### config.mk
export PLATFORM = sky130hd
export DESIGN_NAME = jinja_template_lexer_top
export DESIGN_NICKNAME = d
export VERILOG_FILES = /design/src/jtl_pkg.sv /design/src/jinja_template_lexer_top.sv /design/src/jtl_dp.sv /design/src/jtl_ctrl.sv
export SDC_FILE = /design/constraint.sdc
export NUM_CORES = 1
export LEC_CHECK = 0
export ABC_AREA = 1
export ABC_CLOCK_PERIOD_IN_PS = 5300
export BUFFER_PORTS_ARGS = -buffer_cell sky130_fd_sc_hd__buf_2
export CAP_MARGIN = 20
export CORE_MARGIN = 1
export CORE_UTILIZATION = 30
export DETAILED_ROUTE_END_ITERATION = 8
export PLACE_DENSITY = 0.41
export SLEW_MARGIN = 40
export SYNTH_ARGS = -nofsm -noshare
export SYNTH_HDL_FRONTEND = slang
export SYNTH_HIERARCHICAL = 1
export SYNTH_SLANG_ARGS = --single-unit
### constraint.sdc
create_clock -name clk_i -period 5.3 [get_ports clk_i]
set_input_delay 1.06 -clock clk_i [delete_from_list [all_inputs] [get_ports clk_i]]
set_output_delay 1.06 -clock clk_i [all_outputs]
set_load 0.03 [all_outputs]
### src/jtl_pkg.sv
// Shared types, constants and character helpers for the template lexer.
package jtl_pkg;

  localparam int SPACE_DEPTH = 32;
  localparam int IDX_W = $clog2(SPACE_DEPTH);
  localparam int CNT_W = $clog2(SPACE_DEPTH + 1);

  typedef logic [IDX_W-1:0] idx_t;
  typedef logic [CNT_W-1:0] cnt_t;

  localparam logic [4:0] TK_TEXT       = 5'd0;
  localparam logic [4:0] TK_EXPR_OPEN  = 5'd1;
  localparam logic [4:0] TK_EXPR_CLOSE = 5'd2;
  localparam logic [4:0] TK_STMT_OPEN  = 5'd3;
  localparam logic [4:0] TK_STMT_CLOSE = 5'd4;
  localparam logic [4:0] TK_STRING     = 5'd5;
  localparam logic [4:0] TK_INT        = 5'd6;
  localparam logic [4:0] TK_FLOAT      = 5'd7;
  localparam logic [4:0] TK_IDENT      = 5'd8;
  localparam logic [4:0] TK_DOT        = 5'd9;
  localparam logic [4:0] TK_COMMA      = 5'd10;
  localparam logic [4:0] TK_PIPE       = 5'd11;
  localparam logic [4:0] TK_LPAREN     = 5'd12;
  localparam logic [4:0] TK_RPAREN     = 5'd13;
  localparam logic [4:0] TK_LBRACK     = 5'd14;
  localparam logic [4:0] TK_RBRACK     = 5'd15;
  localparam logic [4:0] TK_PLUS       = 5'd16;
  localparam logic [4:0] TK_MINUS      = 5'd17;
  localparam logic [4:0] TK_STAR       = 5'd18;
  localparam logic [4:0] TK_SLASH      = 5'd19;
  localparam logic [4:0] TK_MOD        = 5'd20;
  localparam logic [4:0] TK_TILDE      = 5'd21;
  localparam logic [4:0] TK_COLON      = 5'd22;
  localparam logic [4:0] TK_EQ         = 5'd23;
  localparam logic [4:0] TK_NE         = 5'd24;
  localparam logic [4:0] TK_LE         = 5'd25;
  localparam logic [4:0] TK_GE         = 5'd26;
  localparam logic [4:0] TK_LT         = 5'd27;
  localparam logic [4:0] TK_GT         = 5'd28;
  localparam logic [4:0] TK_ASSIGN     = 5'd29;
  localparam logic [4:0] TK_EOF        = 5'd30;

  localparam logic [2:0] ERR_NONE     = 3'd0;
  localparam logic [2:0] ERR_BAD_CHAR = 3'd1;
  localparam logic [2:0] ERR_OPEN_STR = 3'd2;
  localparam logic [2:0] ERR_OPEN_CMT = 3'd3;
  localparam logic [2:0] ERR_OPEN_TAG = 3'd4;
  localparam logic [2:0] ERR_OVERFLOW = 3'd5;

  localparam logic [7:0] CH_TAB    = 8'h09;
  localparam logic [7:0] CH_LF     = 8'h0A;
  localparam logic [7:0] CH_CR     = 8'h0D;
  localparam logic [7:0] CH_SPACE  = 8'h20;
  localparam logic [7:0] CH_BANG   = 8'h21;
  localparam logic [7:0] CH_DQUOTE = 8'h22;
  localparam logic [7:0] CH_HASH   = 8'h23;
  localparam logic [7:0] CH_PCT    = 8'h25;
  localparam logic [7:0] CH_SQUOTE = 8'h27;
  localparam logic [7:0] CH_MINUS  = 8'h2D;
  localparam logic [7:0] CH_DOT    = 8'h2E;
  localparam logic [7:0] CH_LT     = 8'h3C;
  localparam logic [7:0] CH_EQ     = 8'h3D;
  localparam logic [7:0] CH_GT     = 8'h3E;
  localparam logic [7:0] CH_BSLASH = 8'h5C;
  localparam logic [7:0] CH_UNDER  = 8'h5F;
  localparam logic [7:0] CH_N      = 8'h6E;
  localparam logic [7:0] CH_R      = 8'h72;
  localparam logic [7:0] CH_T      = 8'h74;
  localparam logic [7:0] CH_LBRACE = 8'h7B;
  localparam logic [7:0] CH_RBRACE = 8'h7D;

  typedef enum logic [4:0] {
    M_TEXT, M_TEXT_LB, M_OPEN, M_CMT, M_CMT_HASH, M_INNER, M_DASH1, M_DASH2,
    M_END1, M_OP, M_STR, M_ESC, M_NUM, M_ID, M_RT_SP, M_RT_CR, M_ERR
  } scan_mode_e;

  typedef enum logic [3:0] {
    P_IDLE, P_FEED, P_TCHAR, P_TADD, P_CRD, P_CADD, P_TCL, P_CLOSE,
    P_EOF, P_OPENTOK, P_ESC2, P_RST
  } phase_e;

  typedef enum logic [1:0] {
    C_TADD, C_TCHAR, C_CLOSE
  } cont_e;

  typedef enum logic [3:0] {
    DP_NOP, DP_FIXED, DP_ADD, DP_ADD_RD, DP_CLOSE, DP_FAIL, DP_PUSH, DP_CRD,
    DP_CLR_PEND, DP_CUT, DP_UNCUT, DP_STR_START, DP_RESET
  } dp_op_e;

  typedef struct packed {
    dp_op_e     op;
    logic [4:0] kind;
    logic [7:0] ch;
    logic [2:0] code;
    logic       flag;
  } dp_cmd_t;

  typedef struct packed {
    logic pend_zero;
    logic pend_full;
    logic commit_last;
    logic cut;
    logic out_free;
  } dp_stat_t;

  typedef struct packed {
    logic       hit;
    logic [4:0] kind;
  } fixed_t;

  function automatic logic is_ws(logic [7:0] c);
    return (c == CH_SPACE) || (c == CH_TAB) || (c == CH_LF) || (c == CH_CR);
  endfunction

  function automatic logic is_digit(logic [7:0] c);
    return (c >= 8'h30) && (c <= 8'h39);
  endfunction

  function automatic logic is_alpha(logic [7:0] c);
    return ((c >= 8'h61) && (c <= 8'h7A)) || ((c >= 8'h41) && (c <= 8'h5A));
  endfunction

  function automatic fixed_t fixed_kind(logic [7:0] c);
    fixed_t r;
    r.hit = 1'b1;
    case (c)
      8'h2E:   r.kind = TK_DOT;
      8'h2C:   r.kind = TK_COMMA;
      8'h7C:   r.kind = TK_PIPE;
      8'h28:   r.kind = TK_LPAREN;
      8'h29:   r.kind = TK_RPAREN;
      8'h5B:   r.kind = TK_LBRACK;
      8'h5D:   r.kind = TK_RBRACK;
      8'h2B:   r.kind = TK_PLUS;
      8'h2A:   r.kind = TK_STAR;
      8'h2F:   r.kind = TK_SLASH;
      8'h25:   r.kind = TK_MOD;
      8'h7E:   r.kind = TK_TILDE;
      8'h3A:   r.kind = TK_COLON;
      default: begin
        r.hit  = 1'b0;
        r.kind = TK_TEXT;
      end
    endcase
    return r;
  endfunction

endpackage

### src/jinja_template_lexer_top.sv
// Top level of the template lexer: stream ports, controller and datapath.
//
//   Channel  Dir  Signals                     Payload
//   s_axis   in   tvalid/tready/tdata/tuser   template byte, end-of-template flag
//   m_axis   out  tvalid/tready/tdata/tlast   token result, last result of token
//
// A tag byte is accepted and then given a scan step; a text byte is accepted, given a scan
// step and then a hold or append step. A byte that closes a token is scanned again.
// Opening a tag runs these scan steps in order: flush or trim, close text, open token, re-scan.
// Flushing held whitespace reads each held byte from the store, then emits it.
// End of template is followed by a reset step that clears the lexer state.
// Reset clears all control state; the whitespace store is not cleared.
// Every scan step waits while the output register holds an unaccepted result.
module jinja_template_lexer_top (
  input  logic        clk_i,
  input  logic        rst_ni,
  input  logic        s_axis_tvalid_i,
  output logic        s_axis_tready_o,
  input  logic [7:0]  s_axis_tdata_i,   // [7:0] byte_value
  input  logic        s_axis_tuser_i,   // [0] kind
  output logic        m_axis_tvalid_o,
  input  logic        m_axis_tready_i,
  output logic [23:0] m_axis_tdata_o,   // [4:0] token_kind, [12:5] token_char,
                                        // [13] has_char, [14] token_first,
                                        // [17:15] error_code, [23:18] zero
  output logic        m_axis_tlast_o    // token_last
);

  jtl_pkg::dp_cmd_t  cmd;
  jtl_pkg::dp_stat_t stat;
  logic [4:0] res_kind;
  logic [7:0] res_char;
  logic       res_has;
  logic       res_first;
  logic       res_last;
  logic [2:0] res_err;

  jtl_ctrl u_ctrl (
    .clk_i      (clk_i),
    .rst_ni     (rst_ni),
    .in_valid_i (s_axis_tvalid_i),
    .in_ready_o (s_axis_tready_o),
    .in_eof_i   (s_axis_tuser_i),
    .in_byte_i  (s_axis_tdata_i),
    .stat_i     (stat),
    .cmd_o      (cmd)
  );

  jtl_dp u_dp (
    .clk_i       (clk_i),
    .rst_ni      (rst_ni),
    .cmd_i       (cmd),
    .stat_o      (stat),
    .out_ready_i (m_axis_tready_i),
    .out_valid_o (m_axis_tvalid_o),
    .out_kind_o  (res_kind),
    .out_char_o  (res_char),
    .out_has_o   (res_has),
    .out_first_o (res_first),
    .out_last_o  (res_last),
    .out_err_o   (res_err)
  );

  assign m_axis_tdata_o = {6'b000000, res_err, res_first, res_has, res_char, res_kind};
  assign m_axis_tlast_o = res_last;

endmodule

### src/jtl_dp.sv
// Lexer datapath: whitespace store, delayed character, result register.
module jtl_dp (
  input  logic              clk_i,
  input  logic              rst_ni,
  input  jtl_pkg::dp_cmd_t  cmd_i,
  output jtl_pkg::dp_stat_t stat_o,
  input  logic              out_ready_i,
  output logic              out_valid_o,
  output logic [4:0]        out_kind_o,
  output logic [7:0]        out_char_o,
  output logic              out_has_o,
  output logic              out_first_o,
  output logic              out_last_o,
  output logic [2:0]        out_err_o
);

  logic [7:0] space_mem [jtl_pkg::SPACE_DEPTH];

  jtl_pkg::cnt_t cnt_q, cnt_d;
  jtl_pkg::idx_t cidx_q, cidx_d;
  logic          dv_q, dv_d;
  logic          ts_q, ts_d;
  logic          cut_q, cut_d;
  logic [7:0]    dchar_q, dchar_d;
  logic [7:0]    rdata_q;
  logic          out_valid_q, out_valid_d;
  logic [4:0]    kind_q;
  logic [7:0]    char_q;
  logic          has_q, first_q, last_q;
  logic [2:0]    err_q;

  logic          emit;
  logic [4:0]    r_kind;
  logic [7:0]    r_char;
  logic          r_has, r_first, r_last;
  logic [2:0]    r_err;
  logic          last_rd;

  assign last_rd = (jtl_pkg::cnt_t'(cidx_q) + jtl_pkg::cnt_t'(1)) == cnt_q;

  assign stat_o.pend_zero   = (cnt_q == '0);
  assign stat_o.pend_full   = (cnt_q == jtl_pkg::cnt_t'(jtl_pkg::SPACE_DEPTH));
  assign stat_o.commit_last = last_rd;
  assign stat_o.cut         = cut_q;
  assign stat_o.out_free    = !out_valid_q || out_ready_i;

  always_comb begin
    emit    = 1'b0;
    r_kind  = cmd_i.kind;
    r_char  = 8'h00;
    r_has   = 1'b0;
    r_first = 1'b1;
    r_last  = 1'b1;
    r_err   = jtl_pkg::ERR_NONE;
    cnt_d   = cnt_q;
    cidx_d  = cidx_q;
    dv_d    = dv_q;
    ts_d    = ts_q;
    cut_d   = cut_q;
    dchar_d = dchar_q;
    unique case (cmd_i.op)
      jtl_pkg::DP_FIXED: begin
        emit = 1'b1;
      end
      jtl_pkg::DP_ADD, jtl_pkg::DP_ADD_RD: begin
        emit    = dv_q;
        r_char  = dchar_q;
        r_has   = 1'b1;
        r_first = !ts_q;
        r_last  = 1'b0;
        if (dv_q) begin
          ts_d = 1'b1;
        end
        dv_d = 1'b1;
        if (cmd_i.op == jtl_pkg::DP_ADD_RD) begin
          dchar_d = rdata_q;
          if (last_rd) begin
            cnt_d  = '0;
            cidx_d = '0;
          end else begin
            cidx_d = cidx_q + jtl_pkg::idx_t'(1);
          end
        end else begin
          dchar_d = cmd_i.ch;
        end
      end
      jtl_pkg::DP_CLOSE: begin
        if (dv_q) begin
          emit    = 1'b1;
          r_char  = dchar_q;
          r_has   = 1'b1;
          r_first = !ts_q;
        end else begin
          emit = cmd_i.flag && !ts_q;
        end
        dv_d  = 1'b0;
        ts_d  = 1'b0;
        cut_d = 1'b0;
      end
      jtl_pkg::DP_FAIL: begin
        emit   = 1'b1;
        r_kind = jtl_pkg::TK_TEXT;
        r_err  = cmd_i.code;
      end
      jtl_pkg::DP_PUSH: begin
        cnt_d = cnt_q + jtl_pkg::cnt_t'(1);
      end
      jtl_pkg::DP_CLR_PEND: begin
        cnt_d = '0;
      end
      jtl_pkg::DP_CUT: begin
        cut_d = 1'b1;
      end
      jtl_pkg::DP_UNCUT: begin
        cut_d = 1'b0;
      end
      jtl_pkg::DP_STR_START: begin
        dv_d = 1'b0;
        ts_d = 1'b0;
      end
      jtl_pkg::DP_RESET: begin
        cnt_d  = '0;
        cidx_d = '0;
        dv_d   = 1'b0;
        ts_d   = 1'b0;
        cut_d  = 1'b0;
      end
      jtl_pkg::DP_NOP, jtl_pkg::DP_CRD: begin
      end
      default: begin
      end
    endcase
    if (emit) begin
      out_valid_d = 1'b1;
    end else if (out_ready_i) begin
      out_valid_d = 1'b0;
    end else begin
      out_valid_d = out_valid_q;
    end
  end

  always_ff @(posedge clk_i) begin
    if (cmd_i.op == jtl_pkg::DP_PUSH) begin
      space_mem[cnt_q[jtl_pkg::IDX_W-1:0]] <= cmd_i.ch;
    end
    if (cmd_i.op == jtl_pkg::DP_CRD) begin
      rdata_q <= space_mem[cidx_q];
    end
  end

  always_ff @(posedge clk_i or negedge rst_ni) begin
    if (!rst_ni) begin
      cnt_q       <= '0;
      cidx_q      <= '0;
      dv_q        <= 1'b0;
      ts_q        <= 1'b0;
      cut_q       <= 1'b0;
      dchar_q     <= 8'h00;
      out_valid_q <= 1'b0;
    end else begin
      cnt_q       <= cnt_d;
      cidx_q      <= cidx_d;
      dv_q        <= dv_d;
      ts_q        <= ts_d;
      cut_q       <= cut_d;
      dchar_q     <= dchar_d;
      out_valid_q <= out_valid_d;
    end
  end

  always_ff @(posedge clk_i) begin
    if (emit) begin
      kind_q  <= r_kind;
      char_q  <= r_char;
      has_q   <= r_has;
      first_q <= r_first;
      last_q  <= r_last;
      err_q   <= r_err;
    end
  end

  assign out_valid_o = out_valid_q;
  assign out_kind_o  = kind_q;
  assign out_char_o  = char_q;
  assign out_has_o   = has_q;
  assign out_first_o = first_q;
  assign out_last_o  = last_q;
  assign out_err_o   = err_q;

endmodule

### src/jtl_ctrl.sv
// Lexer controller: scan mode, step sequencing and datapath commands.
module jtl_ctrl (
  input  logic              clk_i,
  input  logic              rst_ni,
  input  logic              in_valid_i,
  output logic              in_ready_o,
  input  logic              in_eof_i,
  input  logic [7:0]        in_byte_i,
  input  jtl_pkg::dp_stat_t stat_i,
  output jtl_pkg::dp_cmd_t  cmd_o
);

  jtl_pkg::phase_e     phase_q, phase_d;
  jtl_pkg::scan_mode_e mode_q, mode_d;
  jtl_pkg::cont_e      cont_q, cont_d;
  logic [7:0] sym_q, sym_d;
  logic       sym_eof_q, sym_eof_d;
  logic       item_eof_q, item_eof_d;
  logic [7:0] sec_q, sec_d;
  logic       sec_eof_q, sec_eof_d;
  logic       sec_valid_q, sec_valid_d;
  logic [7:0] held_q, held_d;
  logic [7:0] tc_q, tc_d;
  logic       stmt_q, stmt_d;
  logic       qd_q, qd_d;
  logic       dot_q, dot_d;
  logic       trim_q, trim_d;
  logic       after_feed_q, after_feed_d;
  logic       close_open_q, close_open_d;

  logic             finish;
  logic             failed;
  logic [7:0]       b;
  logic             e;
  logic [7:0]       end0;
  jtl_pkg::fixed_t  fx;
  logic [4:0]       close_kind;
  logic [4:0]       open_kind;

  assign b          = sym_q;
  assign e          = sym_eof_q;
  assign end0       = stmt_q ? jtl_pkg::CH_PCT : jtl_pkg::CH_RBRACE;
  assign fx         = jtl_pkg::fixed_kind(sym_q);
  assign close_kind = stmt_q ? jtl_pkg::TK_STMT_CLOSE : jtl_pkg::TK_EXPR_CLOSE;
  assign open_kind  = stmt_q ? jtl_pkg::TK_STMT_OPEN : jtl_pkg::TK_EXPR_OPEN;

  always_comb begin
    phase_d      = phase_q;
    mode_d       = mode_q;
    cont_d       = cont_q;
    sym_d        = sym_q;
    sym_eof_d    = sym_eof_q;
    item_eof_d   = item_eof_q;
    sec_d        = sec_q;
    sec_eof_d    = sec_eof_q;
    sec_valid_d  = sec_valid_q;
    held_d       = held_q;
    tc_d         = tc_q;
    stmt_d       = stmt_q;
    qd_d         = qd_q;
    dot_d        = dot_q;
    trim_d       = trim_q;
    after_feed_d = after_feed_q;
    close_open_d = close_open_q;
    cmd_o        = '{op: jtl_pkg::DP_NOP, default: '0};
    in_ready_o   = 1'b0;
    finish       = 1'b0;
    failed       = 1'b0;

    if (phase_q == jtl_pkg::P_IDLE) begin
      in_ready_o = 1'b1;
      if (in_valid_i) begin
        sym_d      = in_byte_i;
        sym_eof_d  = in_eof_i;
        item_eof_d = in_eof_i;
        phase_d    = jtl_pkg::P_FEED;
      end
    end else if (stat_i.out_free) begin
      unique case (phase_q)
        jtl_pkg::P_FEED: begin
          unique case (mode_q)
            jtl_pkg::M_TEXT: begin
              if (e) begin
                trim_d       = 1'b0;
                close_open_d = 1'b0;
                phase_d      = jtl_pkg::P_TCL;
              end else if (b == jtl_pkg::CH_LBRACE) begin
                mode_d = jtl_pkg::M_TEXT_LB;
                finish = 1'b1;
              end else begin
                tc_d         = b;
                after_feed_d = 1'b0;
                phase_d      = jtl_pkg::P_TCHAR;
              end
            end
            jtl_pkg::M_TEXT_LB: begin
              if (!e && (b == jtl_pkg::CH_LBRACE || b == jtl_pkg::CH_PCT)) begin
                stmt_d = (b == jtl_pkg::CH_PCT);
                mode_d = jtl_pkg::M_OPEN;
                finish = 1'b1;
              end else if (!e && b == jtl_pkg::CH_HASH) begin
                mode_d = jtl_pkg::M_CMT;
                finish = 1'b1;
              end else begin
                mode_d       = jtl_pkg::M_TEXT;
                tc_d         = jtl_pkg::CH_LBRACE;
                after_feed_d = 1'b1;
                phase_d      = jtl_pkg::P_TCHAR;
              end
            end
            jtl_pkg::M_OPEN: begin
              trim_d       = !e && (b == jtl_pkg::CH_MINUS);
              close_open_d = 1'b1;
              phase_d      = jtl_pkg::P_TCL;
            end
            jtl_pkg::M_CMT: begin
              if (e) begin
                cmd_o.op   = jtl_pkg::DP_FAIL;
                cmd_o.code = jtl_pkg::ERR_OPEN_CMT;
                failed     = 1'b1;
              end else begin
                if (b == jtl_pkg::CH_HASH) begin
                  mode_d = jtl_pkg::M_CMT_HASH;
                end
                finish = 1'b1;
              end
            end
            jtl_pkg::M_CMT_HASH: begin
              if (e) begin
                cmd_o.op   = jtl_pkg::DP_FAIL;
                cmd_o.code = jtl_pkg::ERR_OPEN_CMT;
                failed     = 1'b1;
              end else begin
                if (b == jtl_pkg::CH_RBRACE) begin
                  mode_d   = jtl_pkg::M_TEXT;
                  cmd_o.op = jtl_pkg::DP_CUT;
                end else if (b != jtl_pkg::CH_HASH) begin
                  mode_d = jtl_pkg::M_CMT;
                end
                finish = 1'b1;
              end
            end
            jtl_pkg::M_INNER: begin
              priority if (e) begin
                cmd_o.op   = jtl_pkg::DP_FAIL;
                cmd_o.code = jtl_pkg::ERR_OPEN_TAG;
                failed     = 1'b1;
              end else if (jtl_pkg::is_ws(b)) begin
                finish = 1'b1;
              end else if (b == jtl_pkg::CH_MINUS) begin
                mode_d = jtl_pkg::M_DASH1;
                finish = 1'b1;
              end else if (b == end0) begin
                mode_d = jtl_pkg::M_END1;
                finish = 1'b1;
              end else if (b == jtl_pkg::CH_DQUOTE || b == jtl_pkg::CH_SQUOTE) begin
                qd_d     = (b == jtl_pkg::CH_DQUOTE);
                cmd_o.op = jtl_pkg::DP_STR_START;
                mode_d   = jtl_pkg::M_STR;
                finish   = 1'b1;
              end else if (jtl_pkg::is_digit(b)) begin
                dot_d      = 1'b0;
                mode_d     = jtl_pkg::M_NUM;
                cmd_o.op   = jtl_pkg::DP_ADD;
                cmd_o.kind = jtl_pkg::TK_INT;
                cmd_o.ch   = b;
                finish     = 1'b1;
              end else if (jtl_pkg::is_alpha(b) || b == jtl_pkg::CH_UNDER) begin
                mode_d     = jtl_pkg::M_ID;
                cmd_o.op   = jtl_pkg::DP_ADD;
                cmd_o.kind = jtl_pkg::TK_IDENT;
                cmd_o.ch   = b;
                finish     = 1'b1;
              end else if (fx.hit) begin
                cmd_o.op   = jtl_pkg::DP_FIXED;
                cmd_o.kind = fx.kind;
                finish     = 1'b1;
              end else if (b == jtl_pkg::CH_EQ || b == jtl_pkg::CH_BANG ||
                           b == jtl_pkg::CH_LT || b == jtl_pkg::CH_GT) begin
                held_d = b;
                mode_d = jtl_pkg::M_OP;
                finish = 1'b1;
              end else begin
                cmd_o.op   = jtl_pkg::DP_FAIL;
                cmd_o.code = jtl_pkg::ERR_BAD_CHAR;
                failed     = 1'b1;
              end
            end
            jtl_pkg::M_DASH1: begin
              if (!e && b == end0) begin
                mode_d = jtl_pkg::M_DASH2;
                finish = 1'b1;
              end else begin
                mode_d     = jtl_pkg::M_INNER;
                cmd_o.op   = jtl_pkg::DP_FIXED;
                cmd_o.kind = jtl_pkg::TK_MINUS;
              end
            end
            jtl_pkg::M_DASH2: begin
              if (!e && b == jtl_pkg::CH_RBRACE) begin
                cmd_o.op   = jtl_pkg::DP_FIXED;
                cmd_o.kind = close_kind;
                mode_d     = jtl_pkg::M_RT_SP;
                finish     = 1'b1;
              end else begin
                mode_d      = jtl_pkg::M_INNER;
                cmd_o.op    = jtl_pkg::DP_FIXED;
                cmd_o.kind  = jtl_pkg::TK_MINUS;
                sec_d       = b;
                sec_eof_d   = e;
                sec_valid_d = 1'b1;
                sym_d       = end0;
                sym_eof_d   = 1'b0;
              end
            end
            jtl_pkg::M_END1: begin
              if (!e && b == jtl_pkg::CH_RBRACE) begin
                cmd_o.op   = jtl_pkg::DP_FIXED;
                cmd_o.kind = close_kind;
                mode_d     = jtl_pkg::M_TEXT;
                finish     = 1'b1;
              end else if (!stmt_q) begin
                cmd_o.op   = jtl_pkg::DP_FAIL;
                cmd_o.code = jtl_pkg::ERR_BAD_CHAR;
                failed     = 1'b1;
              end else begin
                mode_d     = jtl_pkg::M_INNER;
                cmd_o.op   = jtl_pkg::DP_FIXED;
                cmd_o.kind = jtl_pkg::TK_MOD;
              end
            end
            jtl_pkg::M_OP: begin
              if (!e && b == jtl_pkg::CH_EQ) begin
                mode_d   = jtl_pkg::M_INNER;
                cmd_o.op = jtl_pkg::DP_FIXED;
                priority if (held_q == jtl_pkg::CH_EQ) cmd_o.kind = jtl_pkg::TK_EQ;
                else if (held_q == jtl_pkg::CH_BANG) cmd_o.kind = jtl_pkg::TK_NE;
                else if (held_q == jtl_pkg::CH_LT) cmd_o.kind = jtl_pkg::TK_LE;
                else cmd_o.kind = jtl_pkg::TK_GE;
                finish = 1'b1;
              end else if (held_q == jtl_pkg::CH_BANG) begin
                cmd_o.op   = jtl_pkg::DP_FAIL;
                cmd_o.code = jtl_pkg::ERR_BAD_CHAR;
                failed     = 1'b1;
              end else begin
                mode_d   = jtl_pkg::M_INNER;
                cmd_o.op = jtl_pkg::DP_FIXED;
                priority if (held_q == jtl_pkg::CH_EQ) cmd_o.kind = jtl_pkg::TK_ASSIGN;
                else if (held_q == jtl_pkg::CH_LT) cmd_o.kind = jtl_pkg::TK_LT;
                else cmd_o.kind = jtl_pkg::TK_GT;
              end
            end
            jtl_pkg::M_STR: begin
              priority if (e) begin
                cmd_o.op   = jtl_pkg::DP_FAIL;
                cmd_o.code = jtl_pkg::ERR_OPEN_STR;
                failed     = 1'b1;
              end else if (b == (qd_q ? jtl_pkg::CH_DQUOTE : jtl_pkg::CH_SQUOTE)) begin
                cmd_o.op   = jtl_pkg::DP_CLOSE;
                cmd_o.kind = jtl_pkg::TK_STRING;
                cmd_o.flag = 1'b1;
                mode_d     = jtl_pkg::M_INNER;
                finish     = 1'b1;
              end else if (b == jtl_pkg::CH_BSLASH) begin
                mode_d = jtl_pkg::M_ESC;
                finish = 1'b1;
              end else begin
                cmd_o.op   = jtl_pkg::DP_ADD;
                cmd_o.kind = jtl_pkg::TK_STRING;
                cmd_o.ch   = b;
                finish     = 1'b1;
              end
            end
            jtl_pkg::M_ESC: begin
              if (e) begin
                cmd_o.op   = jtl_pkg::DP_FAIL;
                cmd_o.code = jtl_pkg::ERR_OPEN_STR;
                failed     = 1'b1;
              end else begin
                mode_d     = jtl_pkg::M_STR;
                cmd_o.op   = jtl_pkg::DP_ADD;
                cmd_o.kind = jtl_pkg::TK_STRING;
                finish     = 1'b1;
                priority if (b == jtl_pkg::CH_N) cmd_o.ch = jtl_pkg::CH_LF;
                else if (b == jtl_pkg::CH_T) cmd_o.ch = jtl_pkg::CH_TAB;
                else if (b == jtl_pkg::CH_R) cmd_o.ch = jtl_pkg::CH_CR;
                else if (b == jtl_pkg::CH_BSLASH || b == jtl_pkg::CH_SQUOTE ||
                         b == jtl_pkg::CH_DQUOTE) cmd_o.ch = b;
                else begin
                  cmd_o.ch = jtl_pkg::CH_BSLASH;
                  finish   = 1'b0;
                  phase_d  = jtl_pkg::P_ESC2;
                end
              end
            end
            jtl_pkg::M_NUM: begin
              if (!e && jtl_pkg::is_digit(b)) begin
                cmd_o.op   = jtl_pkg::DP_ADD;
                cmd_o.kind = dot_q ? jtl_pkg::TK_FLOAT : jtl_pkg::TK_INT;
                cmd_o.ch   = b;
                finish     = 1'b1;
              end else if (!e && b == jtl_pkg::CH_DOT && !dot_q) begin
                dot_d      = 1'b1;
                cmd_o.op   = jtl_pkg::DP_ADD;
                cmd_o.kind = jtl_pkg::TK_FLOAT;
                cmd_o.ch   = b;
                finish     = 1'b1;
              end else begin
                cmd_o.op   = jtl_pkg::DP_CLOSE;
                cmd_o.kind = dot_q ? jtl_pkg::TK_FLOAT : jtl_pkg::TK_INT;
                mode_d     = jtl_pkg::M_INNER;
              end
            end
            jtl_pkg::M_ID: begin
              if (!e && (jtl_pkg::is_alpha(b) || jtl_pkg::is_digit(b) ||
                         b == jtl_pkg::CH_UNDER)) begin
                cmd_o.op   = jtl_pkg::DP_ADD;
                cmd_o.kind = jtl_pkg::TK_IDENT;
                cmd_o.ch   = b;
                finish     = 1'b1;
              end else begin
                cmd_o.op   = jtl_pkg::DP_CLOSE;
                cmd_o.kind = jtl_pkg::TK_IDENT;
                mode_d     = jtl_pkg::M_INNER;
              end
            end
            jtl_pkg::M_RT_SP: begin
              priority if (!e && (b == jtl_pkg::CH_SPACE || b == jtl_pkg::CH_TAB)) begin
                finish = 1'b1;
              end else if (!e && b == jtl_pkg::CH_LF) begin
                mode_d = jtl_pkg::M_TEXT;
                finish = 1'b1;
              end else if (!e && b == jtl_pkg::CH_CR) begin
                mode_d = jtl_pkg::M_RT_CR;
                finish = 1'b1;
              end else begin
                mode_d = jtl_pkg::M_TEXT;
              end
            end
            jtl_pkg::M_RT_CR: begin
              mode_d = jtl_pkg::M_TEXT;
              if (!e && b == jtl_pkg::CH_LF) begin
                finish = 1'b1;
              end
            end
            jtl_pkg::M_ERR: begin
              finish = 1'b1;
            end
            default: begin
              finish = 1'b1;
            end
          endcase
        end
        jtl_pkg::P_TCHAR: begin
          priority if (stat_i.cut) begin
            cmd_o.op = jtl_pkg::DP_UNCUT;
            if (!stat_i.pend_zero) begin
              cont_d  = jtl_pkg::C_TCHAR;
              phase_d = jtl_pkg::P_CRD;
            end
          end else if (jtl_pkg::is_ws(tc_q)) begin
            if (stat_i.pend_full) begin
              cmd_o.op   = jtl_pkg::DP_FAIL;
              cmd_o.code = jtl_pkg::ERR_OVERFLOW;
              failed     = 1'b1;
            end else begin
              cmd_o.op = jtl_pkg::DP_PUSH;
              cmd_o.ch = tc_q;
              if (after_feed_q) begin
                phase_d = jtl_pkg::P_FEED;
              end else begin
                finish = 1'b1;
              end
            end
          end else if (!stat_i.pend_zero) begin
            cont_d  = jtl_pkg::C_TADD;
            phase_d = jtl_pkg::P_CRD;
          end else begin
            cmd_o.op   = jtl_pkg::DP_ADD;
            cmd_o.kind = jtl_pkg::TK_TEXT;
            cmd_o.ch   = tc_q;
            if (after_feed_q) begin
              phase_d = jtl_pkg::P_FEED;
            end else begin
              finish = 1'b1;
            end
          end
        end
        jtl_pkg::P_TADD: begin
          cmd_o.op   = jtl_pkg::DP_ADD;
          cmd_o.kind = jtl_pkg::TK_TEXT;
          cmd_o.ch   = tc_q;
          if (after_feed_q) begin
            phase_d = jtl_pkg::P_FEED;
          end else begin
            finish = 1'b1;
          end
        end
        jtl_pkg::P_CRD: begin
          cmd_o.op = jtl_pkg::DP_CRD;
          phase_d  = jtl_pkg::P_CADD;
        end
        jtl_pkg::P_CADD: begin
          cmd_o.op   = jtl_pkg::DP_ADD_RD;
          cmd_o.kind = jtl_pkg::TK_TEXT;
          if (stat_i.commit_last) begin
            unique case (cont_q)
              jtl_pkg::C_TADD:  phase_d = jtl_pkg::P_TADD;
              jtl_pkg::C_TCHAR: phase_d = jtl_pkg::P_TCHAR;
              jtl_pkg::C_CLOSE: phase_d = jtl_pkg::P_CLOSE;
              default:          phase_d = jtl_pkg::P_CLOSE;
            endcase
          end else begin
            phase_d = jtl_pkg::P_CRD;
          end
        end
        jtl_pkg::P_TCL: begin
          priority if (trim_q) begin
            cmd_o.op = jtl_pkg::DP_CLR_PEND;
            phase_d  = jtl_pkg::P_CLOSE;
          end else if (!stat_i.pend_zero) begin
            cont_d  = jtl_pkg::C_CLOSE;
            phase_d = jtl_pkg::P_CRD;
          end else begin
            phase_d = jtl_pkg::P_CLOSE;
          end
        end
        jtl_pkg::P_CLOSE: begin
          cmd_o.op   = jtl_pkg::DP_CLOSE;
          cmd_o.kind = jtl_pkg::TK_TEXT;
          phase_d    = close_open_q ? jtl_pkg::P_OPENTOK : jtl_pkg::P_EOF;
        end
        jtl_pkg::P_EOF: begin
          cmd_o.op   = jtl_pkg::DP_FIXED;
          cmd_o.kind = jtl_pkg::TK_EOF;
          finish     = 1'b1;
        end
        jtl_pkg::P_OPENTOK: begin
          cmd_o.op   = jtl_pkg::DP_FIXED;
          cmd_o.kind = open_kind;
          mode_d     = jtl_pkg::M_INNER;
          if (!e && b == jtl_pkg::CH_MINUS) begin
            finish = 1'b1;
          end else begin
            phase_d = jtl_pkg::P_FEED;
          end
        end
        jtl_pkg::P_ESC2: begin
          cmd_o.op   = jtl_pkg::DP_ADD;
          cmd_o.kind = jtl_pkg::TK_STRING;
          cmd_o.ch   = b;
          finish     = 1'b1;
        end
        jtl_pkg::P_RST: begin
          cmd_o.op     = jtl_pkg::DP_RESET;
          mode_d       = jtl_pkg::M_TEXT;
          stmt_d       = 1'b0;
          qd_d         = 1'b0;
          dot_d        = 1'b0;
          item_eof_d   = 1'b0;
          phase_d      = jtl_pkg::P_IDLE;
        end
        jtl_pkg::P_IDLE: begin
        end
        default: begin
          phase_d = jtl_pkg::P_IDLE;
        end
      endcase
    end

    if (failed) begin
      mode_d = jtl_pkg::M_ERR;
      finish = 1'b1;
    end
    if (finish) begin
      if (sec_valid_q && !failed) begin
        sym_d       = sec_q;
        sym_eof_d   = sec_eof_q;
        sec_valid_d = 1'b0;
        phase_d     = jtl_pkg::P_FEED;
      end else begin
        sec_valid_d = 1'b0;
        phase_d     = item_eof_q ? jtl_pkg::P_RST : jtl_pkg::P_IDLE;
      end
    end
  end

  always_ff @(posedge clk_i or negedge rst_ni) begin
    if (!rst_ni) begin
      phase_q      <= jtl_pkg::P_IDLE;
      mode_q       <= jtl_pkg::M_TEXT;
      cont_q       <= jtl_pkg::C_TADD;
      sym_q        <= 8'h00;
      sym_eof_q    <= 1'b0;
      item_eof_q   <= 1'b0;
      sec_q        <= 8'h00;
      sec_eof_q    <= 1'b0;
      sec_valid_q  <= 1'b0;
      held_q       <= 8'h00;
      tc_q         <= 8'h00;
      stmt_q       <= 1'b0;
      qd_q         <= 1'b0;
      dot_q        <= 1'b0;
      trim_q       <= 1'b0;
      after_feed_q <= 1'b0;
      close_open_q <= 1'b0;
    end else begin
      phase_q      <= phase_d;
      mode_q       <= mode_d;
      cont_q       <= cont_d;
      sym_q        <= sym_d;
      sym_eof_q    <= sym_eof_d;
      item_eof_q   <= item_eof_d;
      sec_q        <= sec_d;
      sec_eof_q    <= sec_eof_d;
      sec_valid_q  <= sec_valid_d;
      held_q       <= held_d;
      tc_q         <= tc_d;
      stmt_q       <= stmt_d;
      qd_q         <= qd_d;
      dot_q        <= dot_d;
      trim_q       <= trim_d;
      after_feed_q <= after_feed_d;
      close_open_q <= close_open_d;
    end
  end

endmodule

==> impl_metrics.yaml, run 1 <==
layout:
  fillerInstances: 6016
  stdcell_count: 2750
  areaGrowthSynthToFinish_pct: 13.8
  insertedDiodeCount: 0
  finalInstanceArea_sq_mm: 0.0202
  nets: 1969
  drive_above_1_share: 0.104
sta:
  period_needed_ns: 4.75
  drv_slew: 0
  fin_setup_tns_ns: 0
  fmax_ghz: 0.210
  setup_viol: 0
  tightest_slew_ns: 0.853
  skew_ns: 0.0405
  slew-limit-headroom: 0.426
  hold_viol_final: 0
  finalCritPeriodShare: 0.897
  fin_ws_ns: 0.546
  rsz0062_at_grt: "no"
clocking:
  htreeDepth: 2
  clockRootBuffer: "clkbuf_16"
  clk_pin_slew_ns: 0.06
  cts_tree: "yes"
  cts-resized-gates: 0
  cts_hold_buf: 0
  clkLatencyLatePin_ns: 0.60
  cts_buffer_depth: 3
  cts.sinks: 359
  cts_buffers: 43
  cts_setup_buffers: 0
placed_design:
  postPlaceCellArea_sq_mm: 0.0188
  dp_hpwl_microns: 42300
  place_congestion: 0.919
  dpl.cell_count: 2671
  io_buffers: 33
  post-place-ws_ns: 0.558
drt:
  drt-total-wl_microns: 59800
  drtPass1Iterations: 6
  post_drt_wl_per_cell_microns: 21.8
  vias_per_cell: 5.07
  drt-initial-drc-count: 1348
  vias: 14000
  antenna_left: 0
  drcViolationCount: 0
worst_setup_path:
  critical_path.cell_chain: "inv_2, nand2_1, nor2_1, o21ai_1, nand3_1, nor3_2, nand2_1, nand2_1, o41ai_1, a21oi_1, nand2_1, nor3_1, buf_4, nand2_1, nor2_1"
  max_stage_delay_ns: 0.81
  required_ns: 5.49
  critPathLaunchType: "register"
  endpoint_kind: "register"
  cp_max_fo: 11
  cp_common_cell: "nand2_1"
  path_class: "register to register"
  arrival_ns: 4.94
  crit_slowest_cell: "nor2_1"
die:
  fp.coreArea_sq_mm: 0.0581
  die-area_sq_mm: 0.0603
  placementRows: 88
  io_pins: 40
  die_y_microns: 246
  die_w_microns: 246
  initial_utilization: 0.306
status:
  outcome: "finished clean"
synthesis:
  syn_inst: 1919
  ys_ff_latch: 359
  synth.distinct_cells: 54
  synth-async-reset-ratio: 0.212
  seq_area_frac_synth: 0.585
  synth_edf_count: 283
  syn_area_per_cell_sq_um: 9.27
  ys.flop_type: "edfxtp_1"
  synth_area_sq_mm: 0.0178
  synth_warnings: 6
grt:
  grt_use_total: 0.200
  grt_use_met3: 0.0322
  grt_start_max_net_pins: 71
  grt_pass1_wl_microns: 89800
  grt.busiest_layer: "met2"
  first_global_vias: 13700
  grt_antenna_before_repair: 1
  overflow: 0
  met1_usage: 0.294
  met2_usage: 0.305
power_and_ir_drop:
  p_per_area_mw_per_mm2: 525
  vdd_drop_max_mv: 0.315
  power_leakage_nw: 7.87
hold_path:
  hold_class: "primary input to asynchronous set/reset pin"
run:
  drv_cap: 0
## placed cells by master (no fill, tap or decap), drive strengths merged, types with 2 or more instances in the layout
master and count:
o2111ai 6, or2 3, clkbuf 54, edfxtp 283, a31oi 10, mux2i 24, nor3 15, buf 64
inv 165, a311oi 2, nand3 95, bufinv 6, dfrtp 76, a211oi 8, nand4 23, a22oi 7
o21a 2, o31ai 8, o221ai 3, o21ai 178, ha 5, conb 6, nand2 442, a21boi 9
o211ai 7, a21oi 89, clkinv 19, o22ai 41, nor4 9, nor2 317
## metal layers
metal | vias up | share of wire
met3 | 92 | 0.049
met1 | 6833 | 0.49
met2 | 387 | 0.44
met4 | 0 | 0.022
li1 | 6642 | -
met5 | - | 0
## Yosys cell counts (all sizes together), types with 10 or more instances
| cell type | number | area, sq um |
|---|---|---|
| a21oi | 89 | 449 |
| a31oi | 10 | 62.6 |
| buf | 54 | 377 |
| clkbuf | 28 | 109 |
| dfrtp | 76 | 1900 |
| edfxtp | 283 | 8500 |
| inv | 162 | 616 |
| mux2i | 24 | 240 |
| nand2 | 442 | 1730 |
| nand3 | 95 | 495 |
| nand4 | 23 | 150 |
| nor2 | 317 | 1300 |
| nor3 | 15 | 80.1 |
| o21ai | 178 | 895 |
| o22ai | 41 | 257 |
## cell type report
type                       count  area, sq um  area share
multi-input combinational   1317         6400       0.316
inverter                     166          631      0.0312
tap                          765          957      0.0473
timing repair buffer          64          400      0.0198
clock buffer                  54         1150      0.0567
clock inverter                25          303      0.0150
sequential                   359        10400       0.514
## flip-flops by register name, summed over array words and instances (netlist names), 2 cells and up
| name | cells |
|---|---|
| u_ctrl/cont_q | 2 |
| u_dp/out_err_o | 3 |
| u_dp/cnt_q | 6 |
| u_dp/space_mem | 256 |
| u_ctrl/tc_q | 8 |
| u_dp/cidx_q | 5 |
| u_ctrl/phase_q | 4 |
| u_ctrl/held_q | 8 |
| u_dp/out_kind_o | 5 |
| u_dp/dchar_q | 8 |
| u_dp/rdata_q | 8 |
| u_ctrl/b | 8 |
| u_ctrl/mode_q | 5 |
| u_dp/out_char_o | 8 |
| u_ctrl/sec_q | 8 |
## report_power, final
part / internal [mW] / leakage [nW] / switching, mW
Sequential: 3.56 / 3.53 / 0.291
Combinational: 0.913 / 3.64 / 2.81
Clock: 1.84 / 0.705 / 1.22
Total: 6.31 / 7.87 / 4.32
## worst max-delay path: cells and delay by family, from the launching register on
family	cells	cell delay [ns]
compound gates	3	0.86
buf+inv	2	0.38
flops	1	0.56
simple gates	10	2.53
## kinds of logic after synthesis
kind of cell               after synthesis  share of synthesized area
and+or+nand+nor                        906                      0.216
AOI/OAI and AO/OA                      376                      0.119
DFF                                    359                      0.585
buffers and inverters                  248                     0.0627
muxes                                   24                     0.0135
adders and majority gates                5                    0.00352
other                                    1                   0.000211
## final timing paths
path                                startpoint                     to  slack, ns  cells past startpoint
hold reg to reg            u_ctrl/close_open_q    u_ctrl/close_open_q       0.48                      2
max in group asynchronous               rst_ni         u_dp/cidx_q[0]       3.81                      2
min in group clk_i         u_ctrl/close_open_q    u_ctrl/close_open_q       0.48                      2
setup / recovery                   u_ctrl/b[3]  u_dp/space_mem[27][3]       0.55                     15
setup reg to reg                   u_ctrl/b[3]  u_dp/space_mem[27][3]       0.55                     15
hold / removal                          rst_ni               u_ctrl/e       0.44                      1
## through the flow
stage | hold WS [ns] | power (mW) | utilization
finish | 0.437 | 10.6 | 0.348
global route | 0.471 | 11.2 | 0.348
CTS | 0.441 | 10.7 | 0.348
detailed placement | 0.465 | 7.62 | 0.323
global placement | 0.461 | 7.66 | 0.323
floorplan | 0.442 | 6.26 | -
No activity file was read; power rests on OpenSTA's default activity.
==> run 2: changes to the inputs <==
--- a/config.mk
+++ b/config.mk
@@ -10,11 +10,10 @@
 export BUFFER_PORTS_ARGS = -buffer_cell sky130_fd_sc_hd__buf_2
 export CAP_MARGIN = 20
 export CORE_MARGIN = 1
-export CORE_UTILIZATION = 30
+export CORE_UTILIZATION = 57
 export DETAILED_ROUTE_END_ITERATION = 8
-export PLACE_DENSITY = 0.41
+export PLACE_DENSITY = 0.71
 export SLEW_MARGIN = 40
 export SYNTH_ARGS = -nofsm -noshare
 export SYNTH_HDL_FRONTEND = slang
-export SYNTH_HIERARCHICAL = 1
 export SYNTH_SLANG_ARGS = --single-unit
==> run 2 against run 1 <==
Core utilization grew 29 points. Clock skew shrank 0.021 ns. Clock-buffer cell count shrank 3. Worst hold slack gained 0.029 ns. Global-route usage grew 14 points. Via count grew 1.6%. Combinational power grew 9.7%. Sequential cell count is the same. Sequential share of layout area grew 3.0 points. First-iteration DRC count grew 13%. Fmax grew 18%. Highest routed layer unchanged.
==> impl_metrics.yaml, run 2 <==
clocking:
  cts_hold_buf: 0
  cts.sinks: 359
  clk_pin_slew_ns: 0.06
  cts_buffer_depth: 3
  cts_tree: "yes"
  clkLatencyLatePin_ns: 0.53
  cts_setup_buffers: 0
  clockRootBuffer: "clkbuf_16"
  cts-resized-gates: 0
  cts_buffers: 38
  htreeDepth: 2
layout:
  insertedDiodeCount: 0
  layout_commonest_cell: "nor2_1"
  drive_above_1_share: 0.0991
  utilization: 0.638
  layout_common_cells: "324 x nor2_1, 300 x nand2_1, 283 x edfxtp_1"
  areaGrowthSynthToFinish_pct: 9.07
  nets: 1888
  stdcell_count: 2288
  largest_reg_flops: 256
synthesis:
  synth_area_sq_mm: 0.0175
  yosys.area.top_type_share: 0.485
  yosysMostFrequentCell: "nor2_1"
  syn_inst: 1860
  synth.distinct_cells: 59
  synth_edf_count: 283
  synth-async-reset-ratio: 0.212
  yosysTopAreaCell: "edfxtp_1"
  synth_area_leaders: "edfxtp_1 48%, dfrtp_1 11%, nor2_1 7.0%, nand2_1 6.4%, o21ai_0 6.1%"
  synth_warnings: 0
  synth_common_cells: "326 x nor2_1, 300 x nand2_1, 283 x edfxtp_1, 215 x o21ai_0, 139 x inv_1"
  syn_area_per_cell_sq_um: 9.42
  seq_area_frac_synth: 0.593
  ys_ff_latch: 359
  ys.flop_type: "edfxtp_1"
worst_setup_path:
  r2r_slack_ns: 1.27
  r2r_end: "u_dp.out_char_o[5]"
  crit_slowest_cell: "nor2_1"
  r2r_start: "u_ctrl.mode_q[4]"
  critPathLaunchType: "register"
  worst-r2r-cell-count: 17
  path_class: "register to register"
  critical_path.cell_chain: "inv_2, nand2_2, nor2_2, inv_1, nor2_1, nand3_1, nand4_1, nand2_1, nand2_2, nand2_2, nor2_1, nand2_2, inv_1, nand2_2, nand2_1, inv_1, nand2_1"
  arrival_ns: 4.19
  max_stage_delay_ns: 0.53
  endpoint_kind: "register"
  cp_common_cell: "nand2_2"
  cp_max_fo: 19
  required_ns: 5.45
power_and_ir_drop:
  power.share.clock: 0.237
  p_int_mw: 6.09
  p_seq_frac: 0.377
  p_sw_frac: 0.422
  power_frac_comb: 0.386
  vdd_drop_max_mv: 0.352
  switching_power_mw: 4.46
  p_per_area_mw_per_mm2: 552
  power_leakage_nw: 7.59
grt:
  grt_use_met3: 0.0456
  first_global_vias: 13600
  grt_start_max_net_pins: 82
  overflow: 0
  grt_use_total: 0.336
  met1_usage: 0.443
  grt_pass1_wl_microns: 79000
  grt_antenna_before_repair: 0
  met2_usage: 0.540
  grt.busiest_layer: "met2"
sta:
  finalCritPeriodShare: 0.761
  fmax_ghz: 0.248
  skew_ns: 0.0193
  drv_slew: 0
  hold_viol_final: 0
  slew-limit-headroom: 0.461
  fin_setup_tns_ns: 0
  rsz0062_at_grt: "no"
  setup_viol: 0
  whs_ns: 0.466
  period_needed_ns: 4.03
  tightest_slew_ns: 0.806
placed_design:
  dp_hpwl_microns: 35500
  dpl.cell_count: 2220
  place_congestion: 1.07
  io_buffers: 33
drt:
  vias: 14200
  vias_per_cell: 6.20
  drt-total-wl_microns: 51000
  drtPass1Iterations: 5
  drcViolationCount: 0
  antenna_left: 0
  drt-initial-drc-count: 1523
  post_drt_wl_per_cell_microns: 22.3
die:
  initial_utilization: 0.585
  die-area_sq_mm: 0.0315
  placementRows: 63
  io_pins: 40
  fp.coreArea_sq_mm: 0.0300
  die_w_microns: 177
  die_y_microns: 177
run:
  drv_cap: 0
hold_path:
  min_from: "u_dp.rdata_q[4]"
  holdPathStages: 2
  hold_class: "register to register"
  min_to: "u_dp.dchar_q[4]"
status:
  outcome: "finished clean"
## run 2: changes by cell type in the layout (fill, tap and decap cells not counted), sizes merged, moves of 7 or more
cell / before / now
nand2: 442 / 329
o21ai: 178 / 230
o22ai: 41 / 85
a21oi: 89 / 53
nor2: 317 / 343
mux2i: 24 / 0
buf: 64 / 49
a21boi: 9 / 1
and3: 0 / 8
inv: 165 / 157
a211oi: 8 / 1
o31ai: 8 / 15
xor2: 0 / 7
## run 2: how the worst max path moves through the flow
stage                                 from                 end
final                     u_ctrl.mode_q[4]  u_dp.out_char_o[5]
after global routing      u_ctrl.mode_q[1]  u_dp.out_kind_o[1]
after CTS                      u_ctrl.b[2]  u_dp.out_char_o[5]
after detailed placement   m_axis_tready_i  u_dp.out_char_o[3]
after global placement     m_axis_tready_i  u_dp.out_char_o[5]
after floorplan              u_dp.cnt_q[0]     u_dp.rdata_q[0]
## run 2: kinds of logic (layout without fill, tap and decap cells)
| family | Yosys count | after routing | share of synthesized area |
|---|---|---|---|
| flops | 359 | 359 | 0.593 |
| buf+inv | 242 | 275 | 0.0572 |
| simple gates | 818 | 818 | 0.203 |
| xor+xnor | 8 | 8 | 0.00400 |
| fa+ha+maj | 5 | 5 | 0.00357 |
| compound gates | 427 | 427 | 0.139 |
| other cells | 1 | 6 | 0.000214 |
## run 2: cell type report
cell class	instances	area, sq um
flip-flops and latches	359	10400
well taps	390	488
repair buffers	49	304
clock buffers	51	1020
clock inverters	17	145
multi-input cells	1264	6160
fillers	2471	10800
inverters	158	598
## run 2: power by group through the flow
stage                     Clock (mW)  Sequential [mW]  Combinational [mW]
after global routing            2.62             4.00                4.46
final                           2.50             3.98                4.08
after detailed placement           0             4.03                4.00
after global placement             0             4.02                3.98
after floorplan                    0             3.94                2.67
after CTS                       2.52             3.97                4.02
## run 2: critical path: cells and delay by family, from the launching register on
kind	cells	cell delay, ns
buffers and inverters	4	0.69
DFF	1	0.45
and+or+nand+nor	13	2.50
## run 2: metal layers
metal  wire length, microns  part of all wire
met4                   2820             0.055
met2                  24100              0.47
met5                      0                 0
met3                   3980             0.078
met1                  20200              0.40
## run 2: stage by stage
step                total power, mW  setup WS [ns]  instance area, sq um
global placement               7.99           1.25                 17900
CTS                            10.5           1.32                 19100
finish                         10.5           1.27                 19100
global route                   11.1          0.914                 19100
detailed placement             8.03           1.26                 17900
floorplan                      6.61           2.43                 17500
==> run 3: changes to the inputs <==
--- a/config.mk
+++ b/config.mk
@@ -6,7 +6,7 @@
 export NUM_CORES = 1
 export LEC_CHECK = 0
 export ABC_AREA = 1
-export ABC_CLOCK_PERIOD_IN_PS = 5300
+export ABC_CLOCK_PERIOD_IN_PS = 4000
 export BUFFER_PORTS_ARGS = -buffer_cell sky130_fd_sc_hd__buf_2
 export CAP_MARGIN = 20
 export CORE_MARGIN = 1
==> constraint.sdc (replaced) <==
create_clock -name clk_i -period 4 [get_ports clk_i]
set_input_delay 0.8 -clock clk_i [delete_from_list [all_inputs] [get_ports clk_i]]
set_output_delay 0.8 -clock clk_i [all_outputs]
set_load 0.03 [all_outputs]
==> run 3 against run 2 <==
Via count increased by 0.11%. Clock skew fell by 0.0045 ns. Sequential share of layout area shrank 1.2 points. Register-to-register slack lost 0.96 ns. Core utilization increased by 1.5 points. Design area increased by 2.4%. Critical path type unchanged.
==> impl_metrics.yaml, run 3 (synthesis results as in run 2) <==
sta:
  skew_ns: 0.0148
  fin_ws_ns: 0.303
  fin_setup_tns_ns: 0
  period_needed_ns: 3.70
  rsz0062_at_grt: "no"
  tightest_slew_ns: 0.706
  drv_slew: 0
  finalCritPeriodShare: 0.924
  hold_viol_final: 0
  fmax_ghz: 0.270
  setup_viol: 0
  slew-limit-headroom: 0.528
grt:
  overflow: 0
  grt_pass1_wl_microns: 78600
  grt_use_total: 0.333
  grt_start_max_net_pins: 53
  grt_antenna_before_repair: 0
  first_global_vias: 13500
run:
  drv_cap: 0
hold_path:
  hold_class: "primary input to asynchronous set/reset pin"
worst_setup_path:
  required_ns: 4.30
  critical_path.cell_chain: "inv_1, nand2_1, nor2_1, o21ai_0, nand3_1, nor2_1, nand2_1, nor2_1, nand2_1, nand3_1, a21oi_1, o31ai_1, nand2_1, inv_1, buf_4"
  crit_slowest_cell: "dfrtp_1"
  path_class: "register to register"
  endpoint_kind: "register"
  crit_buf_inv: 3
  cp_max_fo: 32
  critPathTopFamily: "simple AND/OR/NAND/NOR gates"
  max_stage_delay_ns: 0.55
  cp_common_cell: "nand2_1"
  r2r_slack_ns: 0.30
  arrival_ns: 4.00
  critPathLaunchType: "register"
drt:
  post_drt_wl_per_cell_microns: 21.8
  drt-total-wl_microns: 51000
  drt-initial-drc-count: 1608
  antenna_left: 0
  drtPass1Iterations: 6
  vias: 14200
  drcViolationCount: 0
  vias_per_cell: 6.06
die:
  die_y_microns: 177
  die-area_sq_mm: 0.0315
  placementRows: 63
  initial_utilization: 0.585
  fp.coreArea_sq_mm: 0.0300
  io_pins: 40
  die_w_microns: 177
clocking:
  cts_setup_buffers: 0
  cts_hold_buf: 0
  cts_tree: "yes"
  cts_buffers: 38
  htreeDepth: 2
  cts.sinks: 359
  clkLatencyLatePin_ns: 0.54
  clockRootBuffer: "clkbuf_16"
  clk_pin_slew_ns: 0.06
  cts-resized-gates: 0
  cts_buffer_depth: 3
power_and_ir_drop:
  vdd_drop_max_mv: 0.492
  p_per_area_mw_per_mm2: 720
  power_leakage_nw: 7.90
layout:
  layout_commonest_cell: "nor2_1"
  nets: 1943
  layout_common_cells: "326 x nor2_1, 300 x nand2_1, 283 x edfxtp_1"
  drive_above_1_share: 0.123
  areaGrowthSynthToFinish_pct: 11.6
  stdcell_count: 2342
  insertedDiodeCount: 0
  largest_reg_flops: 256
placed_design:
  place_congestion: 1.08
  post-place-ws_ns: 0.279
  io_buffers: 33
  dp_hpwl_microns: 35800
  dpl.cell_count: 2275
status:
  outcome: "finished clean"
run 3: worst reg2reg max path: stages, from the launching register on:
cell and delay [ns]:
dfrtp_1 0.55, inv_1 0.25, nand2_1 0.15, nor2_1 0.10, o21ai_0 0.16, nand3_1 0.11, nor2_1 0.23, nand2_1 0.15
nor2_1 0.33, nand2_1 0.18, nand3_1 0.16, a21oi_1 0.07, o31ai_1 0.32, nand2_1 0.22, inv_1 0.11, buf_4 0.36
run 3: routing by layer:
layer,vias up,global-route usage,wire (microns)
li1,6586,-,-
met1,6787,0.462,21300
met2,677,0.531,23600
met3,146,0.0495,4080
met4,0,0.127,2030
met5,-,0,0
run 3: report_power, final:
group          internal (mW)  switching [mW]  total, mW
Clock                   1.97            1.47       3.44
Combinational           1.43            3.98       5.41
Sequential              4.86           0.391       5.25
Total                   8.25            5.84       14.1
run 3: final timing paths:
check / start / to / cells after the start
max: u_ctrl.b[2] / u_dp.space_mem[28][6] / 15
min: rst_ni / u_ctrl.mode_q[1] / 1
max reg2reg: u_ctrl.b[2] / u_dp.space_mem[28][6] / 15
min reg2reg: u_ctrl.held_q[6] / u_ctrl.held_q[6] / 2
max in group asynchronous: rst_ni / u_ctrl.b[0] / 2
min in group clk_i: u_ctrl.held_q[6] / u_ctrl.held_q[6] / 2
run 3: cell type report:
| type | count | area [sq um] |
|---|---|---|
| Clock buffer | 47 | 985 |
| Fill cell | 2496 | 10400 |
| Inverter | 158 | 598 |
| Multi-Input combinational cell | 1264 | 6140 |
| Clock inverter | 20 | 221 |
| Tap cell | 390 | 488 |
| Sequential cell | 359 | 10400 |
| Timing Repair Buffer | 104 | 726 |
run 3: per-stage QoR:
step / hold slack [ns] / util / power (mW) / area, sq um
after floorplan: 0.434 / - / 8.76 / 17500
after global placement: 0.450 / 0.612 / 10.5 / 18300
after detailed placement: 0.453 / 0.613 / 10.6 / 18400
after CTS: 0.176 / 0.653 / 14.0 / 19600
after global routing: 0.184 / 0.653 / 14.8 / 19600
final: 0.177 / 0.653 / 14.1 / 19600
